<file path="src/thermal_power_derating_core_macros.svh">
// assertion macros shared by the derating core files
`ifndef THERMAL_POWER_DERATING_CORE_MACROS_SVH
`define THERMAL_POWER_DERATING_CORE_MACROS_SVH

`ifndef SYNTHESIS
// checked property, held off while reset is low
`define TPD_ASSERT(label, prop, msg) \
    label: assert property (@(posedge clk) disable iff (!rst_n) prop) else $error(msg);
// checked property, evaluated at every edge including reset
`define TPD_ASSERT_ALWAYS(label, prop, msg) \
    label: assert property (@(posedge clk) prop) else $error(msg);
`else
`define TPD_ASSERT(label, prop, msg)
`define TPD_ASSERT_ALWAYS(label, prop, msg)
`endif

`endif

</file>
<file path="src/tpd_pkg.sv">
`timescale 1ns / 1ps

package tpd_pkg;

    // field widths
    localparam int TEMP_W     = 13;
    localparam int FRAC_BITS  = 15;
    localparam int HYST_W     = 10;
    localparam int FRAC_W     = FRAC_BITS + 1;
    localparam int MAG_W      = TEMP_W;
    localparam int DIFF_W     = ((TEMP_W > HYST_W) ? TEMP_W : HYST_W) + 2;
    localparam int NUM_W      = FRAC_W + MAG_W;
    localparam int QUO_W      = FRAC_W;
    localparam int CNT_W      = $clog2(QUO_W);
    localparam int CFG_IDX_W  = 3;
    localparam int CFG_DATA_W = (FRAC_W > TEMP_W) ? FRAC_W : TEMP_W;
    localparam int ZONE_N     = 3;

    // zone flag positions
    localparam int ZONE_SW  = 0;
    localparam int ZONE_MAG = 1;
    localparam int ZONE_AMB = 2;

    typedef logic signed [TEMP_W-1:0] temp_t;
    typedef logic signed [DIFF_W-1:0] dtemp_t;
    typedef logic [HYST_W-1:0]        hyst_t;
    typedef logic [FRAC_W-1:0]        frac_t;
    typedef logic [MAG_W-1:0]         mag_t;
    typedef logic [ZONE_N-1:0]        zones_t;

    localparam frac_t FRAC_ONE = frac_t'(1 << FRAC_BITS);

    // register reset values
    localparam temp_t SIC_FULL_RST   = temp_t'(1600);
    localparam temp_t SIC_ZERO_RST   = temp_t'(1840);
    localparam temp_t MAG_FULL_RST   = temp_t'(1920);
    localparam temp_t MAG_ZERO_RST   = temp_t'(2240);
    localparam temp_t AMB_FULL_RST   = temp_t'(880);
    localparam temp_t AMB_FLOOR_RST  = temp_t'(1120);
    localparam hyst_t HYST_RST       = hyst_t'(80);
    localparam frac_t FLOOR_FRAC_RST = frac_t'(16384);

    typedef enum logic [CFG_IDX_W-1:0] {
        REG_SIC_FULL,
        REG_SIC_ZERO,
        REG_MAG_FULL,
        REG_MAG_ZERO,
        REG_AMB_FULL,
        REG_AMB_FLOOR,
        REG_HYST,
        REG_FLOOR_FRAC
    } cfg_reg_t;

    typedef enum logic [1:0] {
        LANE_IDLE,
        LANE_MUL,
        LANE_DIV,
        LANE_DONE
    } lane_state_t;

    // control from the core to each lane
    typedef struct packed {
        logic start;
        logic ack;
    } lane_ctl_t;

    // status from each lane to the merge stage
    typedef struct packed {
        logic  done;
        logic  active;
        frac_t frac;
    } lane_stat_t;

endpackage

</file>
<file path="src/tpd_in_if.sv">
`timescale 1ns / 1ps

interface tpd_in_if;
    import tpd_pkg::*;

    logic  valid;
    logic  ready;
    temp_t temp_switch_a;
    temp_t temp_switch_b;
    temp_t temp_magnetics;
    temp_t temp_ambient;

    modport source (
        output valid,
        output temp_switch_a,
        output temp_switch_b,
        output temp_magnetics,
        output temp_ambient,
        input  ready
    );

    modport sink (
        input  valid,
        input  temp_switch_a,
        input  temp_switch_b,
        input  temp_magnetics,
        input  temp_ambient,
        output ready
    );
endinterface

</file>
<file path="src/tpd_out_if.sv">
`timescale 1ns / 1ps

interface tpd_out_if;
    import tpd_pkg::*;

    logic   valid;
    logic   ready;
    frac_t  power_limit;
    zones_t zones_derating;

    modport source (
        output valid,
        output power_limit,
        output zones_derating,
        input  ready
    );

    modport sink (
        input  valid,
        input  power_limit,
        input  zones_derating,
        output ready
    );
endinterface

</file>
<file path="src/tpd_lane.sv">
`timescale 1ns / 1ps
`include "thermal_power_derating_core_macros.svh"

module tpd_lane (
    input  logic               clk,
    input  logic               rst_n,
    input  tpd_pkg::lane_ctl_t ctl,
    input  logic               floor_mode,
    input  tpd_pkg::temp_t     temp,
    input  tpd_pkg::temp_t     full_temp,
    input  tpd_pkg::temp_t     end_temp,
    input  tpd_pkg::hyst_t     hyst,
    input  tpd_pkg::frac_t     floor_frac,
    output tpd_pkg::lane_stat_t stat
);
    import tpd_pkg::*;

    lane_state_t state_reg, state_next;
    logic        flag_reg, flag_next;
    logic        fixed_reg, fixed_next;
    frac_t       fixval_reg, fixval_next;
    mag_t        opa_reg, opa_next;
    frac_t       span_reg, span_next;
    mag_t        den_reg, den_next;
    mag_t        rem_reg, rem_next;
    logic [QUO_W-1:0] low_reg, low_next;
    logic [QUO_W-1:0] quo_reg, quo_next;
    logic [CNT_W-1:0] cnt_reg, cnt_next;

    dtemp_t t_x, full_x, end_x, hyst_x, exit_thr;
    dtemp_t diff_end, diff_full, den_x;
    frac_t  floor_sat;
    logic   active_now, fix_now;
    frac_t  fixval_now;
    mag_t   opa_now, den_now;

    logic [NUM_W-1:0] prod, shift_num, num;
    logic [MAG_W:0]   shifted, den_ext, trial;
    logic             ge;
    mag_t             rem_step;

    // widened operands
    assign t_x      = dtemp_t'(temp);
    assign full_x   = dtemp_t'(full_temp);
    assign end_x    = dtemp_t'(end_temp);
    assign hyst_x   = {{(DIFF_W - HYST_W){1'b0}}, hyst};
    assign exit_thr = full_x - hyst_x;
    assign diff_end = end_x - t_x;
    assign diff_full = t_x - full_x;
    assign den_x    = end_x - full_x;
    assign floor_sat = (floor_frac > FRAC_ONE) ? FRAC_ONE : floor_frac;

    // zone flag with hysteresis, and the segment this temperature falls in
    always_comb
    begin
        active_now = flag_reg ? !(t_x <= exit_thr) : (t_x > full_x);
        fix_now    = 1'b1;
        fixval_now = FRAC_ONE;
        opa_now    = diff_end[MAG_W-1:0];
        den_now    = den_x[MAG_W-1:0];
        if (active_now)
        begin
            if (!floor_mode)
            begin
                if (diff_end <= 0)
                begin
                    fixval_now = '0;
                end
                else if (den_x > 0 && diff_end < den_x)
                begin
                    fix_now = 1'b0;
                end
            end
            else
            begin
                opa_now = diff_full[MAG_W-1:0];
                if (diff_end <= 0)
                begin
                    fixval_now = floor_sat;
                end
                else if (diff_full > 0)
                begin
                    fix_now = 1'b0;
                end
            end
        end
    end

    // dividend: slope product for the floor segment, scaled offset otherwise
    assign prod      = NUM_W'(span_reg) * NUM_W'(opa_reg);
    assign shift_num = NUM_W'({opa_reg, {FRAC_BITS{1'b0}}});
    assign num       = floor_mode ? prod : shift_num;

    // one restoring division step
    assign shifted  = {rem_reg, low_reg[QUO_W-1]};
    assign den_ext  = {1'b0, den_reg};
    assign ge       = (shifted >= den_ext);
    assign trial    = shifted - den_ext;
    assign rem_step = ge ? trial[MAG_W-1:0] : shifted[MAG_W-1:0];

    // lane sequencer
    always_comb
    begin
        state_next  = state_reg;
        flag_next   = flag_reg;
        fixed_next  = fixed_reg;
        fixval_next = fixval_reg;
        opa_next    = opa_reg;
        span_next   = span_reg;
        den_next    = den_reg;
        rem_next    = rem_reg;
        low_next    = low_reg;
        quo_next    = quo_reg;
        cnt_next    = cnt_reg;
        unique case (state_reg)
            LANE_IDLE:
            begin
                if (ctl.start)
                begin
                    flag_next   = active_now;
                    fixed_next  = fix_now;
                    fixval_next = fixval_now;
                    opa_next    = opa_now;
                    span_next   = FRAC_ONE - floor_sat;
                    den_next    = den_now;
                    state_next  = LANE_MUL;
                end
            end
            LANE_MUL:
            begin
                rem_next   = num[NUM_W-1:QUO_W];
                low_next   = num[QUO_W-1:0];
                quo_next   = '0;
                cnt_next   = CNT_W'(QUO_W - 1);
                state_next = LANE_DIV;
            end
            LANE_DIV:
            begin
                rem_next = rem_step;
                low_next = {low_reg[QUO_W-2:0], 1'b0};
                quo_next = {quo_reg[QUO_W-2:0], ge};
                cnt_next = cnt_reg - CNT_W'(1);
                if (cnt_reg == '0)
                begin
                    state_next = LANE_DONE;
                end
            end
            LANE_DONE:
            begin
                if (ctl.ack)
                begin
                    state_next = LANE_IDLE;
                end
            end
            default:
            begin
                state_next = LANE_IDLE;
            end
        endcase
    end

    // control state
    always_ff @(posedge clk or negedge rst_n)
    begin
        if (!rst_n)
        begin
            state_reg <= LANE_IDLE;
            flag_reg  <= 1'b0;
            cnt_reg   <= '0;
        end
        else
        begin
            state_reg <= state_next;
            flag_reg  <= flag_next;
            cnt_reg   <= cnt_next;
        end
    end

    // datapath
    always_ff @(posedge clk)
    begin
        fixed_reg  <= fixed_next;
        fixval_reg <= fixval_next;
        opa_reg    <= opa_next;
        span_reg   <= span_next;
        den_reg    <= den_next;
        rem_reg    <= rem_next;
        low_reg    <= low_next;
        quo_reg    <= quo_next;
    end

    // lane result
    assign stat.done   = (state_reg == LANE_DONE);
    assign stat.active = flag_reg;
    assign stat.frac   = fixed_reg  ? fixval_reg :
                         floor_mode ? (FRAC_ONE - quo_reg) : quo_reg;

    `TPD_ASSERT(a_lane_rem_below_den, (state_reg == LANE_DIV && !fixed_reg) |-> (rem_reg < den_reg), "lane remainder not below divisor")
    `TPD_ASSERT(a_lane_flag_hold, !ctl.start |=> $stable(flag_reg), "zone flag moved without an item")
    `TPD_ASSERT(a_lane_frac_range, stat.done |-> (stat.frac <= FRAC_ONE), "lane fraction above full power")
endmodule

</file>
<file path="src/tpd_merge.sv">
`timescale 1ns / 1ps

module tpd_merge (
    input  logic                clk,
    input  logic                rst_n,
    input  tpd_pkg::lane_stat_t sw_stat,
    input  tpd_pkg::lane_stat_t mag_stat,
    input  tpd_pkg::lane_stat_t amb_stat,
    input  logic                out_ready,
    output logic                out_valid,
    output tpd_pkg::frac_t      power_limit,
    output tpd_pkg::zones_t     zones,
    output logic                load
);
    import tpd_pkg::*;

    logic   valid_reg, valid_next;
    frac_t  limit_reg;
    zones_t zones_reg;
    frac_t  min_a, min_b;
    zones_t zones_now;

    // lowest fraction of the three zones
    assign min_a = (mag_stat.frac < sw_stat.frac) ? mag_stat.frac : sw_stat.frac;
    assign min_b = (amb_stat.frac < min_a) ? amb_stat.frac : min_a;

    always_comb
    begin
        zones_now           = '0;
        zones_now[ZONE_SW]  = sw_stat.active;
        zones_now[ZONE_MAG] = mag_stat.active;
        zones_now[ZONE_AMB] = amb_stat.active;
    end

    // output register loads once every lane is done and the slot is free
    assign load       = sw_stat.done && mag_stat.done && amb_stat.done &&
                        (!valid_reg || out_ready);
    assign valid_next = load ? 1'b1 : (out_ready ? 1'b0 : valid_reg);

    always_ff @(posedge clk or negedge rst_n)
    begin
        if (!rst_n)
        begin
            valid_reg <= 1'b0;
        end
        else
        begin
            valid_reg <= valid_next;
        end
    end

    always_ff @(posedge clk)
    begin
        if (load)
        begin
            limit_reg <= min_b;
            zones_reg <= zones_now;
        end
    end

    assign out_valid   = valid_reg;
    assign power_limit = limit_reg;
    assign zones       = zones_reg;
endmodule

</file>
<file path="src/thermal_power_derating_core.sv">
`timescale 1ns / 1ps
`include "thermal_power_derating_core_macros.svh"

// Thermal power derating: each item carries two switch temperatures, a magnetics
// temperature and an ambient temperature (signed, 1/16 degC) and yields one
// power limit in Q1.15 (32768 is full power) together with the three zone active
// flags. Three lanes, one per zone, update their hysteresis flag, multiply the
// ambient slope and run a restoring divider one quotient bit per cycle; a merge
// stage takes the minimum into the output register. Each lane steps an item
// through MUL, the 16-step divider and DONE, and the result becomes valid
// once the merge stage has loaded it. A finished result waits in the output
// register, and a further item is taken once that register has been loaded.
// Configuration is written through cfg_we, cfg_index and cfg_data; the user
// must write it only while the core is idle, which the core does not enforce.
module thermal_power_derating_core (
    input  logic                                   clk,
    input  logic                                   rst_n,
    input  logic                                   cfg_we,
    input  logic [tpd_pkg::CFG_IDX_W-1:0]          cfg_index,
    input  logic [tpd_pkg::CFG_DATA_W-1:0]         cfg_data,
    tpd_in_if.sink                                 in_ch,
    tpd_out_if.source                              out_ch
);
    import tpd_pkg::*;

    temp_t sic_full_reg, sic_zero_reg, mag_full_reg, mag_zero_reg;
    temp_t amb_full_reg, amb_floor_reg;
    hyst_t hyst_reg;
    frac_t floor_frac_reg;

    logic       busy_reg, busy_next;
    logic       start, load;
    lane_ctl_t  ctl;
    lane_stat_t sw_stat, mag_stat, amb_stat;
    temp_t      temp_sw;

    // configuration registers
    always_ff @(posedge clk or negedge rst_n)
    begin
        if (!rst_n)
        begin
            sic_full_reg   <= SIC_FULL_RST;
            sic_zero_reg   <= SIC_ZERO_RST;
            mag_full_reg   <= MAG_FULL_RST;
            mag_zero_reg   <= MAG_ZERO_RST;
            amb_full_reg   <= AMB_FULL_RST;
            amb_floor_reg  <= AMB_FLOOR_RST;
            hyst_reg       <= HYST_RST;
            floor_frac_reg <= FLOOR_FRAC_RST;
        end
        else if (cfg_we)
        begin
            unique case (cfg_index)
                REG_SIC_FULL:   sic_full_reg   <= cfg_data[TEMP_W-1:0];
                REG_SIC_ZERO:   sic_zero_reg   <= cfg_data[TEMP_W-1:0];
                REG_MAG_FULL:   mag_full_reg   <= cfg_data[TEMP_W-1:0];
                REG_MAG_ZERO:   mag_zero_reg   <= cfg_data[TEMP_W-1:0];
                REG_AMB_FULL:   amb_full_reg   <= cfg_data[TEMP_W-1:0];
                REG_AMB_FLOOR:  amb_floor_reg  <= cfg_data[TEMP_W-1:0];
                REG_HYST:       hyst_reg       <= cfg_data[HYST_W-1:0];
                REG_FLOOR_FRAC: floor_frac_reg <= cfg_data[FRAC_W-1:0];
                default:        ;
            endcase
        end
    end

    // one item in flight from acceptance until the merge stage loads it
    assign in_ch.ready = !busy_reg;
    assign start       = in_ch.valid && !busy_reg;
    assign busy_next   = start ? 1'b1 : (load ? 1'b0 : busy_reg);
    assign ctl.start   = start;
    assign ctl.ack     = load;

    always_ff @(posedge clk or negedge rst_n)
    begin
        if (!rst_n)
        begin
            busy_reg <= 1'b0;
        end
        else
        begin
            busy_reg <= busy_next;
        end
    end

    // hotter of the two switches
    assign temp_sw = (in_ch.temp_switch_b > in_ch.temp_switch_a) ?
                     in_ch.temp_switch_b : in_ch.temp_switch_a;

    tpd_lane u_lane_sw (
        .clk        (clk),
        .rst_n      (rst_n),
        .ctl        (ctl),
        .floor_mode (1'b0),
        .temp       (temp_sw),
        .full_temp  (sic_full_reg),
        .end_temp   (sic_zero_reg),
        .hyst       (hyst_reg),
        .floor_frac (floor_frac_reg),
        .stat       (sw_stat)
    );

    tpd_lane u_lane_mag (
        .clk        (clk),
        .rst_n      (rst_n),
        .ctl        (ctl),
        .floor_mode (1'b0),
        .temp       (in_ch.temp_magnetics),
        .full_temp  (mag_full_reg),
        .end_temp   (mag_zero_reg),
        .hyst       (hyst_reg),
        .floor_frac (floor_frac_reg),
        .stat       (mag_stat)
    );

    tpd_lane u_lane_amb (
        .clk        (clk),
        .rst_n      (rst_n),
        .ctl        (ctl),
        .floor_mode (1'b1),
        .temp       (in_ch.temp_ambient),
        .full_temp  (amb_full_reg),
        .end_temp   (amb_floor_reg),
        .hyst       (hyst_reg),
        .floor_frac (floor_frac_reg),
        .stat       (amb_stat)
    );

    tpd_merge u_merge (
        .clk         (clk),
        .rst_n       (rst_n),
        .sw_stat     (sw_stat),
        .mag_stat    (mag_stat),
        .amb_stat    (amb_stat),
        .out_ready   (out_ch.ready),
        .out_valid   (out_ch.valid),
        .power_limit (out_ch.power_limit),
        .zones       (out_ch.zones_derating),
        .load        (load)
    );

    `TPD_ASSERT(a_lanes_lockstep, (sw_stat.done == mag_stat.done) && (mag_stat.done == amb_stat.done), "lanes finished out of step")
    `TPD_ASSERT(a_limit_range, out_ch.valid |-> (out_ch.power_limit <= FRAC_ONE), "power limit above full power")
endmodule

</file>
<file path="src/flat_wrapper.sv">
// flat-port wrapper written by rule: the top's interface ports become plain ports
module thermal_power_derating_core_flat import tpd_pkg::*;
  (clk, rst_n, cfg_we, cfg_index, cfg_data, in_ch_valid, in_ch_temp_switch_a, in_ch_temp_switch_b, in_ch_temp_magnetics, in_ch_temp_ambient, in_ch_ready, out_ch_valid, out_ch_power_limit, out_ch_zones_derating, out_ch_ready);
  tpd_in_if in_ch_i ();
  tpd_out_if out_ch_i ();
  input  logic clk;
  input  logic rst_n;
  input  logic cfg_we;
  input  logic [tpd_pkg::CFG_IDX_W-1:0] cfg_index;
  input  logic [tpd_pkg::CFG_DATA_W-1:0] cfg_data;
  input wire logic [$bits(in_ch_i.valid)-1:0] in_ch_valid;
  input wire logic [$bits(in_ch_i.temp_switch_a)-1:0] in_ch_temp_switch_a;
  input wire logic [$bits(in_ch_i.temp_switch_b)-1:0] in_ch_temp_switch_b;
  input wire logic [$bits(in_ch_i.temp_magnetics)-1:0] in_ch_temp_magnetics;
  input wire logic [$bits(in_ch_i.temp_ambient)-1:0] in_ch_temp_ambient;
  output wire logic [$bits(in_ch_i.ready)-1:0] in_ch_ready;
  output wire logic [$bits(out_ch_i.valid)-1:0] out_ch_valid;
  output wire logic [$bits(out_ch_i.power_limit)-1:0] out_ch_power_limit;
  output wire logic [$bits(out_ch_i.zones_derating)-1:0] out_ch_zones_derating;
  input wire logic [$bits(out_ch_i.ready)-1:0] out_ch_ready;
  assign in_ch_i.valid = in_ch_valid;
  assign in_ch_i.temp_switch_a = in_ch_temp_switch_a;
  assign in_ch_i.temp_switch_b = in_ch_temp_switch_b;
  assign in_ch_i.temp_magnetics = in_ch_temp_magnetics;
  assign in_ch_i.temp_ambient = in_ch_temp_ambient;
  assign in_ch_ready = in_ch_i.ready;
  assign out_ch_valid = out_ch_i.valid;
  assign out_ch_power_limit = out_ch_i.power_limit;
  assign out_ch_zones_derating = out_ch_i.zones_derating;
  assign out_ch_i.ready = out_ch_ready;
  thermal_power_derating_core u_core (.clk(clk), .rst_n(rst_n), .cfg_we(cfg_we), .cfg_index(cfg_index), .cfg_data(cfg_data), .in_ch(in_ch_i), .out_ch(out_ch_i));
endmodule
</file>
<file path="config.mk">
export PLATFORM = sky130hd
export DESIGN_NAME = thermal_power_derating_core_flat
export DESIGN_NICKNAME = d
export VERILOG_FILES = /design/src/tpd_pkg.sv /design/src/tpd_in_if.sv /design/src/tpd_out_if.sv /design/src/tpd_lane.sv /design/src/tpd_merge.sv /design/src/thermal_power_derating_core.sv /design/src/flat_wrapper.sv
export VERILOG_INCLUDE_DIRS = /design/src /design/src/src
export SDC_FILE = /design/constraint.sdc
export NUM_CORES = 1
export LEC_CHECK = 0
export BUFFER_PORTS_ARGS = -buffer_cell sky130_fd_sc_hd__buf_4
export CAP_MARGIN = 25
export CORE_MARGIN = 4
export CORE_UTILIZATION = 50
export DETAILED_ROUTE_END_ITERATION = 6
export GPL_TIMING_DRIVEN = 0
export PLACE_DENSITY = 0.66
export SLEW_MARGIN = 20
export SYNTH_ARGS = -nofsm -noshare
export SYNTH_HDL_FRONTEND = slang
export SYNTH_SLANG_ARGS = --single-unit
</file>
<file path="constraint.sdc">
create_clock -name clk -period 8.1 [get_ports clk]
set_input_delay 0.81 -clock clk [delete_from_list [all_inputs] [get_ports clk]]
set_output_delay 0.81 -clock clk [all_outputs]
set_load 0.1 [all_outputs]
</file>
==> results of run 1 <==
layer usage:
metal | vias to the layer above | routed length [µm] | part of all wire
met1 | 11900 | 38200 | 0.46
met2 | 580 | 39200 | 0.47
met5 | - | 0 | 0
met4 | 0 | 2630 | 0.031
li1 | 12100 | - | -
met3 | 121 | 3710 | 0.044
worst max-delay path: cells and delay by family (launching register included):
family	cells	cell delay, ns
AOI/OAI and AO/OA	11	3.38
adders and majority gates	6	2.61
buffers and inverters	4	0.67
DFF	1	0.57
and+or+nand+nor	1	0.16
through the flow:
step | utilization | area, µm² | hold slack (ns) | std cells
final | 0.557 | 35900 | 0.124 | 4451
after global routing | 0.557 | 35900 | 0.118 | 4451
after CTS | 0.557 | 35900 | 0.108 | 4450
after detailed placement | 0.535 | 34500 | 0.493 | 4370
after global placement | 0.533 | 34400 | 0.486 | 4366
after floorplan | - | 32600 | 0.459 | 3417
cell usage after synthesis (39+ instances only):
master,n
nor2_1,157
a21o_1,60
fa_1,166
inv_1,503
nor3_1,55
nand2_1,319
xor2_1,46
dfrtp_1,101
xnor2_1,104
a21oi_1,179
o21ai_0,191
and2_1,128
nor2b_1,64
nand3_1,40
edfxtp_1,239
ha_1,377
mux2_2,96
clkbuf_1,81
nand2b_1,39
mux2i_1,48
cells in the final DEF, fill, tap and decap left out, drive strengths merged, types with 101 or more instances in the layout:
master,count
and2,128
dfrtp,101
nand2,319
ha,377
nor2,158
a21oi,180
xnor2,105
fa,166
edfxtp,239
clkbuf,145
o21ai,194
inv,506
buf,108
power by group:
part           leakage (µW)  switching (µW)  total [µW]  internal [µW]
Clock              0.000689             806        1940           1140
Combinational        0.0120            4510        7700           3190
Sequential          0.00372             349        3250           2910
how the worst max path moves through the flow:
stage | from | endpoint | cells past startpoint
after CTS | u_core.u_lane_amb.opa_reg[3] | u_core.u_lane_amb.rem_reg[10] | 22
after detailed placement | u_core.u_lane_amb.opa_reg[3] | u_core.u_lane_amb.rem_reg[10] | 22
after global placement | u_core.u_lane_amb.opa_reg[3] | u_core.u_lane_amb.rem_reg[10] | 22
final | u_core.u_lane_amb.opa_reg[3] | u_core.u_lane_amb.rem_reg[10] | 22
after global routing | u_core.u_lane_amb.opa_reg[3] | u_core.u_lane_amb.rem_reg[10] | 22
after floorplan | u_core.u_lane_amb.opa_reg[3] | u_core.u_lane_amb.rem_reg[12] | 23
logic make-up (layout without fill, tap and decap cells):
family                   Yosys count  count (layout)  synth area share
adder cells (fa/ha/maj)          550             550             0.249
multiplexers                     146             146            0.0490
XOR/XNOR                         152             152            0.0415
AND/OR/NAND/NOR                  938             938             0.143
AO/OA/AOI/OAI                    669             669             0.130
flip-flops                       366             366             0.319
buffers and inverters            596             775            0.0688
final cells by class:
class,count,area [µm²]
tap,855,1070
inverter,505,1900
fill,5776,28500
clock inverter,17,179
clock buffer,63,1240
timing repair buffer,99,788
sequential,366,10400
multi-input combinational,2455,20000
buffer,91,348
==> results.py, run 1 <==
metrics = {
    "logic_synthesis": {
        "synthTopCellsByArea": "edfxtp_1 22%, ha_1 14%, fa_1 10%",
        "synth_top_area_cell": "edfxtp_1",
        "ys_seq_area_frac": 0.319,
        "ys_ff_latch": 366,
        "netlist-cell-type-count": 90,
        "synth-edff-count": 239,
        "synth_nets": 4036,
        "async_flop_share": 0.347,
        "synth_area_um2": 32600,
        "netlist.area_leader.share": 0.220,
        "netlist_instances": 3417,
        "syn_area_per_cell_um2": 9.54,
        "yosysWarnings": 0,
        "synth-main-ff-cell": "edfxtp_1",
    },
    "critical_path": {
        "r2r_start": "u_core.u_lane_amb.opa_reg[3]",
        "crit_top_cell": "fa_1",
        "start_kind": "register",
        "path_cells": "clkbuf_1 -> nand2_1 -> fa_1 -> inv_1 -> fa_1 -> ha_1 -> ha_1 -> inv_1 -> fa_1 -> inv_1 -> fa_1 -> a21o_1 -> a21oi_1 -> o21bai_1 -> a2111oi_1 -> o31ai_1 -> a2111oi_2 -> o31ai_1 -> a2111o_1 -> a311oi_1 -> o21bai_1 -> o311ai_0",
        "reg2regPathDepth": 22,
        "slowest_delay_ns": 0.57,
        "ff2ff_setup_slack_ns": 0.44,
        "critPathArrivalTime_ns": 7.98,
        "endpoint_kind": "register",
        "path_max_fanout": 10,
        "rr_endpoint": "u_core.u_lane_amb.rem_reg[10]",
        "slowest_stage": "edfxtp_1",
        "required_ns": 8.42,
        "crit_type": "reg2reg",
    },
    "clock_tree": {
        "clk_path_buf_depth": 3,
        "post_cts_buffers": 0,
        "htree_levels": 2,
        "clk_pin_slew_ns": 0.06,
        "ctsRootBufferMaster": "clkbuf_16",
        "cts.hold.buffers_added": 0,
        "cts_tree": "yes",
        "numCtsBuffers": 44,
        "post_cts_resized": 0,
        "clkLatencyLatePin_ns": 0.59,
        "cts_sinks": 366,
    },
    "global_route": {
        "grt_first_pass_wirelength_um": 134000,
        "antenna_found_initial": 0,
        "grt.overflow.total": 0,
        "grt_use_met2": 0.403,
        "grt_use_total": 0.241,
        "grt_max_degree": 80,
        "grtUsageMet1": 0.334,
        "grtUsageMet3": 0.0237,
        "grt.busiest_layer": "met2",
        "grt_pass1_vias": 24700,
    },
    "placement": {
        "place_hpwl_um": 66800,
        "portBuffers": 94,
        "place.gp.congestion": 0.898,
        "place_ws_ns": 0.177,
    },
    "timing": {
        "skew_ns": 0.0295,
        "period_share": 0.945,
        "tightest_slew_ns": 0.978,
        "setup_viol": 0,
        "period_minus_slack_ns": 7.66,
        "worst_slack_ns": 0.444,
        "relSlewSlack": 0.344,
        "rsz0062_at_grt": "false",
        "fmax_ghz": 0.131,
        "final-hold-violation-count": 0,
        "tns_ns": 0,
        "slew_violations": 0,
    },
    "drt": {
        "vias_per_cell": 5.55,
        "drtAntennaViolNets": 0,
        "wl_per_cell_um": 18.8,
        "drt_iter0_drc": 1497,
        "drc_errors": 7,
        "routed_wl_um": 83800,
        "via_count": 24700,
        "drt_first_pass_iters": 7,
    },
    "floorplanning": {
        "coreArea_um2": 64500,
        "die_w_um": 263,
        "rows": 93,
        "fp.dieH_um": 263,
        "initial_core_util": 0.506,
        "design.portCount": 97,
        "dieArea_um2": 69300,
    },
    "pwr": {
        "power_uw": 12900,
        "p_leak_uw": 0.0164,
        "power_density_nw_per_um2": 359,
        "ir_drop_uv": 310,
    },
    "min_path": {
        "min_path_type": "in2async",
    },
    "status": {
        "failed_checks": "DRC",
        "status": "finished with violations",
    },
    "cells_and_area": {
        "syn_to_final_growth_pct": 10.2,
        "diodes": 0,
        "drive_gt1_frac": 0.0915,
        "nNetsFinal": 4181,
    },
    "job": {
        "maxCapViolCount": 0,
    },
}
No activity file was read; power rests on OpenSTA's default activity.
==> run 2: changes to the inputs <==
Settings changed: SKIP_CTS_REPAIR_TIMING set to 1.
Clock period 8.1 ns to 7.3 ns, I/O delays scaled along.
==> run 2 against run 1 <==
The run now ends clean. Sequential power is 11% higher. Critical endpoint is now u_core.u_lane_amb.rem_reg[12]. Clock skew rose by 0.0017 ns. Clock power is 11% higher. Largest cell class unchanged. Fmax grew 8.7%. Critical path depth increased by 1. Sequential share of layout area about the same. Highest routed layer unchanged. Clock-buffer cell count did not move. Via count is essentially flat. Register-to-register slack worse by 0.19 ns. Non-clock buffer count up 1. Setup slack worse by 0.19 ns.
==> results.py, run 2 (synthesis gave the netlist of run 1 again) <==
metrics = {
    "global_route": {
        "grt_use_total": 0.241,
        "grt_max_degree": 80,
        "grt_first_pass_wirelength_um": 134000,
        "grt.overflow.total": 0,
        "grt_pass1_vias": 24700,
        "antenna_found_initial": 0,
    },
    "drt": {
        "vias_per_cell": 5.55,
        "drt_first_pass_iters": 5,
        "routed_wl_um": 83800,
        "via_count": 24700,
        "drtAntennaViolNets": 0,
        "wl_per_cell_um": 18.8,
        "drt_iter0_drc": 1621,
        "drc_errors": 0,
    },
    "cells_and_area": {
        "most-common-layout-cells": "503 x inv_1, 374 x ha_1, 319 x nand2_1",
        "mostFrequentLayoutCell": "inv_1",
        "nNetsFinal": 4182,
        "syn_to_final_growth_pct": 10.4,
        "stdcell_area_um2": 36000,
        "drive_gt1_frac": 0.0959,
        "diodes": 0,
    },
    "clock_tree": {
        "numCtsBuffers": 44,
        "cts_sinks": 366,
        "cts_tree": "yes",
        "clk_pin_slew_ns": 0.06,
        "htree_levels": 2,
        "clk_path_buf_depth": 3,
        "ctsRootBufferMaster": "clkbuf_16",
        "clkLatencyLatePin_ns": 0.59,
    },
    "status": {
        "status": "complete, no violations",
    },
    "timing": {
        "final-hold-violation-count": 0,
        "relSlewSlack": 0.433,
        "skew_ns": 0.0312,
        "period_minus_slack_ns": 7.04,
        "fmax_ghz": 0.142,
        "period_share": 0.965,
        "holdWs_ns": 0.0407,
        "slew_violations": 0,
        "tightest_slew_ns": 0.843,
        "setup_viol": 0,
    },
    "placement": {
        "place.gp.congestion": 0.898,
        "place_area_um2": 34500,
        "portBuffers": 94,
        "place_hpwl_um": 66800,
    },
    "critical_path": {
        "crit_type": "reg2reg",
        "path_max_fanout": 10,
        "required_ns": 7.73,
        "critPathArrivalTime_ns": 7.47,
        "endpoint_kind": "register",
        "slowest_delay_ns": 0.54,
        "crit_top_cell": "fa_1",
        "slowest_stage": "fa_1",
        "start_kind": "register",
        "path_cells": "buf_2 -> nand2_1 -> fa_1 -> inv_1 -> fa_1 -> ha_1 -> ha_1 -> inv_1 -> fa_1 -> inv_1 -> fa_1 -> a21o_1 -> a21oi_1 -> o21bai_1 -> a2111oi_2 -> o31ai_1 -> a2111oi_4 -> o31ai_1 -> a2111o_1 -> a31oi_1 -> o21ai_0 -> or4_1 -> nand3_1",
    },
    "floorplanning": {
        "rows": 93,
        "design.portCount": 97,
        "fp.dieH_um": 263,
        "dieArea_um2": 69300,
        "die_w_um": 263,
        "initial_core_util": 0.506,
        "coreArea_um2": 64500,
    },
    "min_path": {
        "min_path_type": "in2async",
    },
    "pwr": {
        "power_uw": 14400,
        "ir_drop_uv": 343,
        "p_leak_uw": 0.0164,
        "power_density_nw_per_um2": 399,
    },
    "job": {
        "maxCapViolCount": 0,
    },
}
==> run 2: changes by cell type in the layout (fill, tap and decap cells not counted), sizes merged <==
| cell | before | now |
|---|---|---|
| buf | 108 | 113 |
| clkbuf | 145 | 141 |
==> run 2: path summary, 6_finish.rpt <==
kind / startpoint / end / slack (ns) / depth (start not counted)
setup / recovery: u_core.u_lane_amb.opa_reg[3] / u_core.u_lane_amb.rem_reg[12] / 0.26 / 23
hold / removal: rst_n / u_core.u_merge.out_valid / 0.04 / 1
setup reg to reg: u_core.u_lane_amb.opa_reg[3] / u_core.u_lane_amb.rem_reg[12] / 0.26 / 23
hold reg to reg: u_core.hyst_reg[1] / u_core.hyst_reg[1] / 0.50 / 1
max in group asynchronous: rst_n / u_core.amb_floor_reg[5] / 6.43 / 2
min in group clk: cfg_data[13] / u_core.floor_frac_reg[13] / 0.41 / 2
==> run 2: metrics by stage <==
| step | utilization | instances | setup TNS [ns] | setup slack [ns] |
|---|---|---|---|---|
| after global routing | 0.558 | 4452 | -0.0109 | -0.00991 |
| after CTS | 0.557 | 4450 | -1.92 | -0.672 |
| final | 0.558 | 4452 | 0 | 0.256 |
| after global placement | 0.533 | 4366 | -1.69 | -0.602 |
| after detailed placement | 0.535 | 4370 | -1.77 | -0.623 |
| after floorplan | - | 3417 | 0 | 0.739 |
==> run 2: cell type report <==
type                            instances  area [µm²]
Fill cell                            5773       28500
Clock buffer                           63        1240
Tap cell                              855        1070
Buffer                                 89         359
Timing Repair Buffer                  102         811
Clock inverter                         17         179
Multi-Input combinational cell       2455       20000
Sequential cell                       366       10400
Inverter                              505        1900
==> run 2: routing by layer <==
layer / wire, µm / GRT usage
met5: 0 / 0
met4: 2640 / 0.0713
met3: 3850 / 0.0237
met2: 39300 / 0.403
met1: 38000 / 0.334
==> run 2: where the power goes <==
part,switching (µW),total [µW],internal [µW]
registers,388,3610,3220
clock network,896,2160,1260
logic,5030,8590,3560
==> run 2: critical path: cells and delay by family, from the launching register on <==
kind            cells  cell delay (ns)
compound gates     10             2.69
fa+ha+maj           6             2.59
simple gates        3             0.63
flops               1             0.49
buf+inv             4             0.48
